## src/design/shaped_slew_limiter_unit_macros.svh

```systemverilog
// ----------------------------------------------------------------------------
// shaped_slew_limiter_unit macros
// assertion helpers used by the slew limiter sequencer
// ----------------------------------------------------------------------------
`ifndef SHAPED_SLEW_LIMITER_UNIT_MACROS_SVH
`define SHAPED_SLEW_LIMITER_UNIT_MACROS_SVH

// same-cycle implication
`define SSL_ASSERT_NOW(lbl, clk, rst_n, ante, cons) \
  lbl: assert property (@(posedge clk) disable iff (!rst_n) (ante) |-> (cons)) \
    else $error("slew limiter same-cycle check failed");

// next-cycle implication
`define SSL_ASSERT_NEXT(lbl, clk, rst_n, ante, cons) \
  lbl: assert property (@(posedge clk) disable iff (!rst_n) (ante) |=> (cons)) \
    else $error("slew limiter next-cycle check failed");

`endif

```

## src/design/ssl_pkg.sv

```systemverilog
// ----------------------------------------------------------------------------
// ssl_pkg
// types, fixed-point constants and the exp2 root table of the slew limiter
// ----------------------------------------------------------------------------
package ssl_pkg;

  // fixed datapath widths
  localparam int MUL_W      = 32;
  localparam int PROD_W     = 64;
  localparam int QUO_W      = 27;
  localparam int E_W        = 29;
  localparam int EBIAS_W    = 18;
  localparam int P16_W      = 23;
  localparam int INT_W      = 7;
  localparam int SH_W       = 8;
  localparam int BASE_W     = 49;
  localparam int Y_W        = 30;
  localparam int QUO5_W     = 28;
  localparam int CF_W       = 28;
  localparam int STEP_W     = 45;
  localparam int SHAPE_W    = 17;
  localparam int KNOB_W     = 17;
  localparam int PERIOD_W   = 32;
  localparam int CFG_IDX_W  = 3;
  localparam int CFG_DATA_W = 32;
  localparam int ROOT_MAX   = 12;

  // floor(2^37 / 40) == floor(2^34 / 5)
  localparam logic [MUL_W-1:0]        R_RECIP    = 32'd3435973836;
  // log2(1e5) in Q.16
  localparam logic [MUL_W-1:0]        K_SLOPE    = 32'd1088529;
  // log2(1e4) + log2(1e5) in Q.16, folds the exponent bias
  localparam logic signed [P16_W-1:0] P_OFFS     = 23'sd1959353;
  localparam logic signed [E_W-1:0]   E_MIN      = -29'sd65536;
  localparam logic signed [E_W-1:0]   E_MAX      = 29'sd131072;
  localparam logic signed [E_W-1:0]   E_BIAS     = 29'sd65536;
  localparam logic [EBIAS_W-1:0]      EBIAS_MAX  = 18'd196608;
  localparam logic [MUL_W-1:0]        ONE_Q30    = 32'h4000_0000;
  localparam logic [PROD_W-1:0]       HALF_Q30   = 64'h2000_0000;
  localparam logic [BASE_W-1:0]       STEP_CAP   = 49'h1_0000_0000_0000;
  localparam logic [SHAPE_W-1:0]      ONE_Q16    = 17'h1_0000;
  localparam logic [PERIOD_W-1:0]     PERIOD_RST = 32'd89478;
  localparam logic signed [SH_W-1:0]  SHIFT_BASE = 8'sd28;
  localparam logic [31:0]             DIV40      = 32'd40;
  localparam logic [Y_W-1:0]          DIV5       = 30'd5;

  typedef enum logic [CFG_IDX_W-1:0] {
    CFG_SHAPE     = 3'd0,
    CFG_RISE_KNOB = 3'd1,
    CFG_FALL_KNOB = 3'd2,
    CFG_PERIOD    = 3'd3
  } cfg_idx_e;

  typedef struct packed {
    logic [SHAPE_W-1:0]  shape;
    logic [KNOB_W-1:0]   rise_knob;
    logic [KNOB_W-1:0]   fall_knob;
    logic [PERIOD_W-1:0] period;
  } cfg_t;

  typedef struct packed {
    logic [PROD_W-1:0] c;
    logic [MUL_W-1:0]  a;
    logic [MUL_W-1:0]  b;
  } mac_req_t;

  function automatic logic [63:0] isqrt64(input logic [63:0] x);
    logic [63:0] r;
    logic [63:0] v;
    logic [63:0] b;
    r = '0;
    v = x;
    for (int i = 0; i < 32; i++) begin
      b = 64'd1 << (62 - 2 * i);
      if (v >= r + b) begin
        v = v - (r + b);
        r = (r >> 1) + b;
      end else begin
        r = r >> 1;
      end
    end
    return r;
  endfunction

  // successive roots 2^(2^-m) in Q2.30, entry m-1 holds root m
  function automatic logic [ROOT_MAX*32-1:0] root_table();
    logic [ROOT_MAX*32-1:0] t;
    logic [63:0]            root;
    t    = '0;
    root = isqrt64(64'd1 << 61);
    for (int m = 0; m < ROOT_MAX; m++) begin
      t[m*32 +: 32] = root[31:0];
      root          = isqrt64(root << 30);
    end
    return t;
  endfunction

endpackage

```

## src/design/ssl_mac.sv

```systemverilog
// ----------------------------------------------------------------------------
// ssl_mac
// shared 32x32 multiply with 64 bit addend
// ----------------------------------------------------------------------------
module ssl_mac (
  input  ssl_pkg::mac_req_t              req_i,
  output logic [ssl_pkg::PROD_W-1:0]     prod_o
);

  logic [ssl_pkg::PROD_W-1:0] mul;

  assign mul    = ssl_pkg::PROD_W'(req_i.a) * ssl_pkg::PROD_W'(req_i.b);
  assign prod_o = mul + req_i.c;

endmodule

```

## src/design/ssl_cfg.sv

```systemverilog
// ----------------------------------------------------------------------------
// ssl_cfg
// configuration registers, shape amount clamped to one
// ----------------------------------------------------------------------------
module ssl_cfg (
  input  logic                              clk_i,
  input  logic                              rst_ni,
  input  logic                              cfg_we_i,
  input  logic [ssl_pkg::CFG_IDX_W-1:0]     cfg_idx_i,
  input  logic [ssl_pkg::CFG_DATA_W-1:0]    cfg_wdata_i,
  output ssl_pkg::cfg_t                     cfg_o
);

  logic [ssl_pkg::SHAPE_W-1:0]  shape_q, shape_d;
  logic [ssl_pkg::KNOB_W-1:0]   rise_q, rise_d;
  logic [ssl_pkg::KNOB_W-1:0]   fall_q, fall_d;
  logic [ssl_pkg::PERIOD_W-1:0] period_q, period_d;

  always_comb begin
    shape_d  = shape_q;
    rise_d   = rise_q;
    fall_d   = fall_q;
    period_d = period_q;
    if (cfg_we_i) begin
      unique case (ssl_pkg::cfg_idx_e'(cfg_idx_i))
        ssl_pkg::CFG_SHAPE:     shape_d  = cfg_wdata_i[ssl_pkg::SHAPE_W-1:0];
        ssl_pkg::CFG_RISE_KNOB: rise_d   = cfg_wdata_i[ssl_pkg::KNOB_W-1:0];
        ssl_pkg::CFG_FALL_KNOB: fall_d   = cfg_wdata_i[ssl_pkg::KNOB_W-1:0];
        ssl_pkg::CFG_PERIOD:    period_d = cfg_wdata_i[ssl_pkg::PERIOD_W-1:0];
        default: ;
      endcase
    end
  end

  always_ff @(posedge clk_i or negedge rst_ni) begin
    if (!rst_ni) begin
      shape_q  <= '0;
      rise_q   <= '0;
      fall_q   <= '0;
      period_q <= ssl_pkg::PERIOD_RST;
    end else begin
      shape_q  <= shape_d;
      rise_q   <= rise_d;
      fall_q   <= fall_d;
      period_q <= period_d;
    end
  end

  // shape above one acts as one
  assign cfg_o.shape     = (shape_q > ssl_pkg::ONE_Q16) ? ssl_pkg::ONE_Q16 : shape_q;
  assign cfg_o.rise_knob = rise_q;
  assign cfg_o.fall_knob = fall_q;
  assign cfg_o.period    = period_q;

endmodule

```

## src/design/ssl_seq.sv

```systemverilog
// ----------------------------------------------------------------------------
// ssl_seq
// sequencer and datapath registers, drives the shared multiply-add unit
// ----------------------------------------------------------------------------
`include "shaped_slew_limiter_unit_macros.svh"

module ssl_seq #(
  parameter int SAMPLE_WIDTH   = 24,
  parameter int EXP_TABLE_BITS = 8
) (
  input  logic                              clk_i,
  input  logic                              rst_ni,
  input  logic                              in_valid_i,
  output logic                              in_ready_o,
  input  logic signed [SAMPLE_WIDTH-1:0]    in_sample_i,
  input  logic signed [SAMPLE_WIDTH-1:0]    rise_cv_i,
  input  logic signed [SAMPLE_WIDTH-1:0]    fall_cv_i,
  input  ssl_pkg::cfg_t                     cfg_i,
  output logic                              out_valid_o,
  input  logic                              out_ready_i,
  output logic signed [SAMPLE_WIDTH-1:0]    out_sample_o,
  output ssl_pkg::mac_req_t                 mac_req_o,
  input  logic [ssl_pkg::PROD_W-1:0]        mac_prod_i
);

  localparam int SW = SAMPLE_WIDTH;
  localparam int TB = EXP_TABLE_BITS;
  localparam int MW = $clog2(EXP_TABLE_BITS);
  localparam logic [ssl_pkg::ROOT_MAX*32-1:0] ROOTS = ssl_pkg::root_table();

  typedef enum logic [3:0] {
    S_IDLE, S_CVDIV, S_CORR, S_EXPON, S_LOG, S_MANT, S_BASE,
    S_SHIFT, S_SHGAP, S_DIV5, S_CF, S_STEPLO, S_STEPHI
  } state_e;

  state_e                           state_q, state_d;
  logic                             out_valid_q, out_valid_d;
  logic signed [SW-1:0]             out_q, out_d;
  logic signed [SW-1:0]             held_q, held_d;

  logic signed [SW-1:0]             target_q, target_d;
  logic [SW-1:0]                    gap_q, gap_d;
  logic [SW-1:0]                    cvmag_q, cvmag_d;
  logic                             cvneg_q, cvneg_d;
  logic                             dir_q, dir_d;
  logic [ssl_pkg::QUO_W-1:0]        quo_q, quo_d;
  logic [ssl_pkg::EBIAS_W-1:0]      ebias_q, ebias_d;
  logic signed [ssl_pkg::INT_W-1:0] int_q, int_d;
  logic [TB-1:0]                    kbits_q, kbits_d;
  logic [MW-1:0]                    m_q, m_d;
  logic [ssl_pkg::MUL_W-1:0]        acc_q, acc_d;
  logic [ssl_pkg::PROD_W-1:0]       prod_q, prod_d;
  logic [ssl_pkg::BASE_W-1:0]       base_q, base_d;
  logic [ssl_pkg::Y_W-1:0]          y_q, y_d;
  logic [ssl_pkg::QUO5_W-1:0]       quo5_q, quo5_d;
  logic [ssl_pkg::CF_W-1:0]         cf_q, cf_d;
  logic [ssl_pkg::CF_W-1:0]         lohi_q, lohi_d;

  // combinational helpers
  logic signed [SW:0]               diff;
  logic signed [SW:0]               diff_neg;
  logic signed [SW-1:0]             cv_sel;
  logic signed [SW-1:0]             cv_neg;
  logic                             in_dir;
  logic [31:0]                      rem40;
  logic signed [ssl_pkg::E_W-1:0]   q_s;
  logic signed [ssl_pkg::E_W-1:0]   knob_s;
  logic signed [ssl_pkg::E_W-1:0]   e_sum;
  logic signed [ssl_pkg::P16_W-1:0] p16;
  logic signed [ssl_pkg::SH_W-1:0]  sh;
  logic [ssl_pkg::PROD_W-1:0]       shifted;
  logic [ssl_pkg::Y_W-1:0]          rem5;
  logic [ssl_pkg::STEP_W-1:0]       step;
  logic                             reach;
  logic [SW-1:0]                    moved;
  logic signed [SW-1:0]             new_h;
  logic                             in_fire;
  logic                             done_fire;

  assign in_ready_o   = (state_q == S_IDLE);
  assign in_fire      = in_valid_i && in_ready_o;
  assign out_valid_o  = out_valid_q;
  assign out_sample_o = out_q;

  // request capture
  assign diff     = {in_sample_i[SW-1], in_sample_i} - {held_q[SW-1], held_q};
  assign diff_neg = -diff;
  assign in_dir   = !diff[SW] && (diff != '0);
  assign cv_sel   = in_dir ? rise_cv_i : fall_cv_i;
  assign cv_neg   = -cv_sel;

  // divide-by-forty correction and exponent sum
  assign rem40  = 32'(cvmag_q) - (32'({quo_q, 5'b0}) + 32'({quo_q, 3'b0}));
  assign q_s    = signed'({2'b0, quo_q});
  assign knob_s = signed'(ssl_pkg::E_W'(dir_q ? cfg_i.rise_knob : cfg_i.fall_knob));
  assign e_sum  = (cvneg_q ? -q_s : q_s) + knob_s;

  // log-domain exponent from the slope product
  assign p16 = ssl_pkg::P_OFFS - signed'({1'b0, mac_prod_i[37:16]});

  // base step shift
  assign sh      = ssl_pkg::SHIFT_BASE - signed'({int_q[ssl_pkg::INT_W-1], int_q});
  assign shifted = prod_q >> sh[5:0];

  // divide-by-five correction
  assign rem5 = y_q - (ssl_pkg::Y_W'({quo5_q, 2'b0}) + ssl_pkg::Y_W'(quo5_q));

  // final step and move
  assign step  = mac_prod_i[ssl_pkg::STEP_W-1:0];
  assign reach = (step >= ssl_pkg::STEP_W'(gap_q));
  assign moved = dir_q ? (SW'(held_q) + step[SW-1:0]) : (SW'(held_q) - step[SW-1:0]);
  assign new_h = reach ? target_q : signed'(moved);

  assign done_fire = (state_q == S_STEPHI) && (!out_valid_q || out_ready_i);

  always_comb begin
    state_d     = state_q;
    out_valid_d = out_valid_q;
    out_d       = out_q;
    held_d      = held_q;
    target_d    = target_q;
    gap_d       = gap_q;
    cvmag_d     = cvmag_q;
    cvneg_d     = cvneg_q;
    dir_d       = dir_q;
    quo_d       = quo_q;
    ebias_d     = ebias_q;
    int_d       = int_q;
    kbits_d     = kbits_q;
    m_d         = m_q;
    acc_d       = acc_q;
    prod_d      = prod_q;
    base_d      = base_q;
    y_d         = y_q;
    quo5_d      = quo5_q;
    cf_d        = cf_q;
    lohi_d      = lohi_q;
    mac_req_o   = '0;

    if (out_valid_q && out_ready_i) begin
      out_valid_d = 1'b0;
    end

    unique case (state_q)
      S_IDLE: begin
        if (in_fire) begin
          target_d = in_sample_i;
          dir_d    = in_dir;
          gap_d    = diff[SW] ? diff_neg[SW-1:0] : diff[SW-1:0];
          cvneg_d  = cv_sel[SW-1];
          cvmag_d  = cv_sel[SW-1] ? cv_neg : cv_sel;
          state_d  = S_CVDIV;
        end
      end
      S_CVDIV: begin
        mac_req_o.a = ssl_pkg::MUL_W'(cvmag_q);
        mac_req_o.b = ssl_pkg::R_RECIP;
        quo_d       = mac_prod_i[63:37];
        state_d     = S_CORR;
      end
      S_CORR: begin
        if (rem40 >= ssl_pkg::DIV40) begin
          quo_d = quo_q + 1'b1;
        end
        state_d = S_EXPON;
      end
      S_EXPON: begin
        if (e_sum < ssl_pkg::E_MIN) begin
          ebias_d = '0;
        end else if (e_sum > ssl_pkg::E_MAX) begin
          ebias_d = ssl_pkg::EBIAS_MAX;
        end else begin
          ebias_d = ssl_pkg::EBIAS_W'(e_sum + ssl_pkg::E_BIAS);
        end
        state_d = S_LOG;
      end
      S_LOG: begin
        mac_req_o.a = ssl_pkg::MUL_W'(ebias_q);
        mac_req_o.b = ssl_pkg::K_SLOPE;
        int_d       = p16[ssl_pkg::P16_W-1:16];
        kbits_d     = p16[15 -: TB];
        acc_d       = ssl_pkg::ONE_Q30;
        m_d         = '0;
        state_d     = S_MANT;
      end
      S_MANT: begin
        // one fraction bit per cycle, multiply by its root when set
        mac_req_o.a = acc_q;
        mac_req_o.b = ROOTS[{m_q, 5'b0} +: 32];
        mac_req_o.c = ssl_pkg::HALF_Q30;
        if (kbits_q[TB-1]) begin
          acc_d = mac_prod_i[61:30];
        end
        kbits_d = kbits_q << 1;
        m_d     = m_q + 1'b1;
        if (m_q == MW'(TB - 1)) begin
          state_d = S_BASE;
        end
      end
      S_BASE: begin
        mac_req_o.a = acc_q;
        mac_req_o.b = cfg_i.period;
        prod_d      = mac_prod_i;
        state_d     = S_SHIFT;
      end
      S_SHIFT: begin
        if (sh <= 0) begin
          base_d = ssl_pkg::STEP_CAP;
        end else if (shifted > ssl_pkg::PROD_W'(ssl_pkg::STEP_CAP)) begin
          base_d = ssl_pkg::STEP_CAP;
        end else begin
          base_d = shifted[ssl_pkg::BASE_W-1:0];
        end
        state_d = S_SHGAP;
      end
      S_SHGAP: begin
        mac_req_o.a = ssl_pkg::MUL_W'(gap_q);
        mac_req_o.b = ssl_pkg::MUL_W'(cfg_i.shape);
        y_d         = mac_prod_i[48:19];
        state_d     = S_DIV5;
      end
      S_DIV5: begin
        mac_req_o.a = ssl_pkg::MUL_W'(y_q);
        mac_req_o.b = ssl_pkg::R_RECIP;
        quo5_d      = mac_prod_i[61:34];
        state_d     = S_CF;
      end
      S_CF: begin
        cf_d = ssl_pkg::CF_W'(ssl_pkg::ONE_Q16 - cfg_i.shape)
             + quo5_q + ssl_pkg::CF_W'(rem5 >= ssl_pkg::DIV5);
        state_d = S_STEPLO;
      end
      S_STEPLO: begin
        mac_req_o.a = base_q[31:0];
        mac_req_o.b = ssl_pkg::MUL_W'(cf_q);
        lohi_d      = mac_prod_i[59:32];
        state_d     = S_STEPHI;
      end
      S_STEPHI: begin
        mac_req_o.a = ssl_pkg::MUL_W'(base_q[ssl_pkg::BASE_W-1:32]);
        mac_req_o.b = ssl_pkg::MUL_W'(cf_q);
        mac_req_o.c = ssl_pkg::PROD_W'(lohi_q);
        if (done_fire) begin
          held_d      = new_h;
          out_d       = new_h;
          out_valid_d = 1'b1;
          state_d     = S_IDLE;
        end
      end
      default: state_d = S_IDLE;
    endcase
  end

  always_ff @(posedge clk_i or negedge rst_ni) begin
    if (!rst_ni) begin
      state_q     <= S_IDLE;
      out_valid_q <= 1'b0;
      out_q       <= '0;
      held_q      <= '0;
    end else begin
      state_q     <= state_d;
      out_valid_q <= out_valid_d;
      out_q       <= out_d;
      held_q      <= held_d;
    end
  end

  always_ff @(posedge clk_i) begin
    target_q <= target_d;
    gap_q    <= gap_d;
    cvmag_q  <= cvmag_d;
    cvneg_q  <= cvneg_d;
    dir_q    <= dir_d;
    quo_q    <= quo_d;
    ebias_q  <= ebias_d;
    int_q    <= int_d;
    kbits_q  <= kbits_d;
    m_q      <= m_d;
    acc_q    <= acc_d;
    prod_q   <= prod_d;
    base_q   <= base_d;
    y_q      <= y_d;
    quo5_q   <= quo5_d;
    cf_q     <= cf_d;
    lohi_q   <= lohi_d;
  end

  `SSL_ASSERT_NEXT(a_busy_after_accept, clk_i, rst_ni, in_fire, state_q != S_IDLE)
  `SSL_ASSERT_NEXT(a_result_posted, clk_i, rst_ni, done_fire, out_valid_q && (out_q == held_q))
  `SSL_ASSERT_NOW(a_rise_bounded, clk_i, rst_ni, done_fire && dir_q, (new_h <= target_q) && (new_h >= held_q))
  `SSL_ASSERT_NOW(a_fall_bounded, clk_i, rst_ni, done_fire && !dir_q, (new_h >= target_q) && (new_h <= held_q))
  `SSL_ASSERT_NOW(a_base_capped, clk_i, rst_ni, state_q == S_STEPLO, base_q <= ssl_pkg::STEP_CAP)

endmodule

```

## src/design/shaped_slew_limiter_unit.sv

```systemverilog
// ----------------------------------------------------------------------------
// shaped_slew_limiter_unit: exponential-rate slew limiter on one shared multiply-add unit
// requests: one in flight at a time, the next is accepted once the sequencer is back in idle
// reset: async active low, held output to zero, sample_period to 89478, shape and knobs to zero
// ----------------------------------------------------------------------------
module shaped_slew_limiter_unit #(
  parameter int SAMPLE_WIDTH   = 24,
  parameter int EXP_TABLE_BITS = 8
) (
  input  logic                              clk_i,
  input  logic                              rst_ni,
  // configuration write port
  input  logic                              cfg_we_i,
  input  logic [ssl_pkg::CFG_IDX_W-1:0]     cfg_idx_i,
  input  logic [ssl_pkg::CFG_DATA_W-1:0]    cfg_wdata_i,
  // input request channel
  input  logic                              in_valid_i,
  output logic                              in_ready_o,
  input  logic signed [SAMPLE_WIDTH-1:0]    in_sample_i,
  input  logic signed [SAMPLE_WIDTH-1:0]    rise_cv_i,
  input  logic signed [SAMPLE_WIDTH-1:0]    fall_cv_i,
  // result channel
  output logic                              out_valid_o,
  input  logic                              out_ready_i,
  output logic signed [SAMPLE_WIDTH-1:0]    out_sample_o
);

  // the sequencer walks each request through these steps, multiplies on the shared multiply-add unit:
  //   cv / 40 by reciprocal multiply, then a remainder correction
  //   exponent = cv/40 + knob, clamped to -1..2 (Q.16), kept with a +1 bias
  //   log2 of the rate: p = log2(1e4) - e * log2(1e5), split into integer and fraction
  //   mantissa: one fraction bit per cycle, multiply by the matching 2^(2^-m) root
  //   base step = mantissa * period, shifted by the integer part, capped at 2^48
  //   crossfade = (1 - shape) + shape * gap / 40, divide by five by reciprocal
  //   step = base * crossfade >> 32 as two partial products, the second adds the first
  // the step never carries past the target; an equal target leaves the output as is

  ssl_pkg::cfg_t                cfg;
  ssl_pkg::mac_req_t            mac_req;
  logic [ssl_pkg::PROD_W-1:0]   mac_prod;

  // register file; write it only while idle, the block itself does not enforce this
  ssl_cfg u_cfg (
    .clk_i       (clk_i),
    .rst_ni      (rst_ni),
    .cfg_we_i    (cfg_we_i),
    .cfg_idx_i   (cfg_idx_i),
    .cfg_wdata_i (cfg_wdata_i),
    .cfg_o       (cfg)
  );

  // the single 32x32 multiplier with 64 bit addend
  ssl_mac u_mac (
    .req_i  (mac_req),
    .prod_o (mac_prod)
  );

  // sequencer; the output register lets a new request in while a result waits,
  // the last step stalls only if the previous result is still not taken
  ssl_seq #(
    .SAMPLE_WIDTH   (SAMPLE_WIDTH),
    .EXP_TABLE_BITS (EXP_TABLE_BITS)
  ) u_seq (
    .clk_i        (clk_i),
    .rst_ni       (rst_ni),
    .in_valid_i   (in_valid_i),
    .in_ready_o   (in_ready_o),
    .in_sample_i  (in_sample_i),
    .rise_cv_i    (rise_cv_i),
    .fall_cv_i    (fall_cv_i),
    .cfg_i        (cfg),
    .out_valid_o  (out_valid_o),
    .out_ready_i  (out_ready_i),
    .out_sample_o (out_sample_o),
    .mac_req_o    (mac_req),
    .mac_prod_i   (mac_prod)
  );

endmodule
```

## config.mk

```make
export PLATFORM = sky130hd
export DESIGN_NAME = shaped_slew_limiter_unit
export DESIGN_NICKNAME = d
export VERILOG_FILES = /design/src/design/ssl_pkg.sv /design/src/design/ssl_mac.sv /design/src/design/ssl_cfg.sv /design/src/design/ssl_seq.sv /design/src/design/shaped_slew_limiter_unit.sv
export VERILOG_INCLUDE_DIRS = /design/src /design/src/design
export SDC_FILE = /design/constraint.sdc
export NUM_CORES = 2
export LEC_CHECK = 0
export BUFFER_PORTS_ARGS = -buffer_cell sky130_fd_sc_hd__buf_4
export CAP_MARGIN = 40
export CORE_MARGIN = 1
export CORE_UTILIZATION = 23
export CTS_CLUSTER_DIAMETER = 80
export CTS_CLUSTER_SIZE = 16
export DETAILED_ROUTE_END_ITERATION = 10
export PLACE_DENSITY = 0.33
export SLEW_MARGIN = 20
export SYNTH_ARGS = -nofsm -noshare
export SYNTH_HDL_FRONTEND = slang
export SYNTH_SLANG_ARGS = --single-unit
export TNS_END_PERCENT = 30
```

## constraint.sdc

```tcl
create_clock -name clk_i -period 16.2 [get_ports clk_i]
set_input_delay 2.43 -clock clk_i [delete_from_list [all_inputs] [get_ports clk_i]]
set_output_delay 2.43 -clock clk_i [all_outputs]
set_load 0.02 [all_outputs]
```

==> results.tsv <==
metric	value	unit
finalHoldViolations	0	
insertion_delay	0.68	ns
nFillCells	32600	
rr_worst_depth	35	
finalCritPeriodShare	81.6	%
htreeDepth	2	
die_w	554	um
hp-class	register to register	
avgSynthCellArea	9.26	um2
initial_core_util	23.1	%
gp_congestion	0.896	
maxSlewHeadroom	22.0	%
final_common_cell	inv_1	
via_count	56000	
path_max_fanout	44	
post-place-ws	2.95	ns
postCtsResizedCells	0	
postRouteAntennaNets	0	
area_delta_synth_final	12.0	%
synth_ff_type	edfxtp_1	
cts_tree	built	
viasPerCell	4.82	
cp-end-kind	register	
startpoint_type	register	
first_global_vias	57800	
dr.pass1.iters	6	
synth_cell_type_count	94	
met2_usage	32.6	%
tightest_slew	1.17	ns
io_pins	138	
cts_buffer_depth	3	
avgRoutedWirePerCell	26.8	um
antenna_found_initial	31	
drc	0	
grt_max_degree	60	
dp_hpwl	252	mm
setup_tns	0	ns
synth-xor-area-share	3.80	%
numPortBuffers	137	
cpMaxStageDelayCell	dfrtp_1	
use_met1	28.4	%
ys_warn_count	0	
cp_common_cell	fa_1	
drive_gt1_share	9.61	%
status	completed	
grt_setup_unrepaired	no	
syn_inst	7560	
synth_compound_area_share	10.5	%
synth_mux_area_share	5.03	%
top_usage_layer	met2	
holdWs	0.507	ns
setup_viol	0	
min_period	13.21	ns
syn-cell-area	70000	um2
max_freq	75.7	MHz
cts_made_buffers	43	
worst_path_largest_cell_delay	0.80	ns
synth_adder_area_share	36.2	%
ys_seq_elements	508	
rows	202	
ys_seq_area_share	21.0	%
synth_top_family_by_area	adder cells	
cp.arrival	13.56	ns
clk_pin_slew_worst_paths	0.08	ns
max-cap-violations	0	
drtIter0Drc	4715	
dieArea	307000	um2
synth_edf_count	396	
cp.required	16.54	ns
global_route.usage.met3	2.42	%
holdBufCountCts	0	
fin_skew	0.0442	ns
final_cell_mix	1143 x inv_1, 1035 x nand2_1, 976 x fa_1, 731 x nor2_1, 464 x ha_1	
drv_slew	0	
cts_setup_buffers	0	
die_h	554	um
root_buffer	clkbuf_16	
grt_pass1_wl	444	mm
holdPathStages	1	
fin_nets	9146	
wirelength	311	mm
cts.sinks	508	
core_area	303000	um2
synthSimpleGateAreaFrac	15.3	%
critPathKind	register to register	
synthArstFlopShare	22.0	%
track_usage	20.2	%
grt_overflow_total	0	
fin_ws	2.99	ns
[area by class of cell]
type                            instances  area, um2  area share, %
Antenna cell                            6       15.0         0.0191
Clock buffer                           56       1170           1.49
Clock inverter                         16        165          0.210
Inverter                             1150       4320           5.50
Multi-Input combinational cell       5540      50200           64.0
Sequential cell                       508      14700           18.7
Tap cell                             3978       4980           6.34
Timing Repair Buffer                  350       2890           3.69
[registers in the layout, indices dropped and copies added, names as in the netlist, 3 cells and up]
signal / count
u_seq.target_q: 24
u_seq.prod_q: 64
u_cfg.shape_q: 17
u_seq.ebias_q: 18
u_seq.lohi_q: 28
u_seq.out_sample_o: 24
u_seq.quo_q: 27
u_seq.m_q: 3
u_cfg.rise_q: 17
u_seq.int_q: 7
u_seq.cf_q: 28
u_seq.y_q: 30
u_cfg.fall_q: 17
u_seq.base_q: 49
u_seq.quo5_q: 28
u_seq.cvmag_q: 24
u_seq.acc_q: 32
u_seq.kbits_q: 8
u_cfg.period_q: 32
u_seq.gap_q: 24
u_seq.state_q: 4
[synthesized netlist by cell type (all sizes together), types with 111 or more instances]
cell    instances  share of area (%)
a21oi         271                1.9
clkbuf        341                1.8
edfxtp        396                 17
fa            976                 28
ha            465                8.3
inv          1144                6.1
mux2          122                2.0
nand2        1035                5.5
nor2          743                4.0
nor3          111               0.79
o21ai         208                1.5
xnor2         216                2.7
[stage by stage]
stage          cell area [um2]  utilization [%]  cells
3_3_place_gp             76500             25.3  11500
3_5_place_dp             77000             25.4  11500
2_1_floorplan            70100                -   7569
5_1_grt                  78500             25.9  11600
6_report                 78500             25.9  11600
4_1_cts                  78300             25.9  11600
[critical path: cells and delay by family (launching register included)]
family	cells	cell delay, ns
fa+ha+maj	9	4.65
compound gates	9	3.65
simple gates	8	2.63
buf+inv	8	0.93
flops	1	0.80
xor+xnor	1	0.14
[worst paths after layout]
kind,endpoint,start,slack [ns]
setup / recovery,u_seq.int_q[4],u_seq.state_q[3],2.99
hold / removal,u_cfg.rise_q[15],u_cfg.rise_q[15],0.51
setup reg to reg,u_seq.int_q[4],u_seq.state_q[3],2.99
hold reg to reg,u_cfg.rise_q[15],u_cfg.rise_q[15],0.51
max in group asynchronous,u_cfg.period_q[12],rst_ni,13.29
min in group asynchronous,u_seq.out_sample_o[11],rst_ni,1.75
[per-layer routing]
layer,part of all wire (%),wire length (um),up-vias
li1,-,-,25000
met1,46,143000,29100
met2,46,142000,1532
met3,4.9,15300,282
met4,3.1,9550,20
met5,0.040,125,-
[cells by family after synthesis]
family | after synthesis
AND/OR/NAND/NOR | 2428
other | 1
XOR/XNOR | 304
buffers and inverters | 1521
AO/OA/AOI/OAI | 1098
multiplexers | 259
flip-flops | 508
adder cells (fa/ha/maj) | 1441
Power is left out: the tool's default activity adds up to more than one toggle a clock period on the data nets, which glitch-free logic cannot reach.
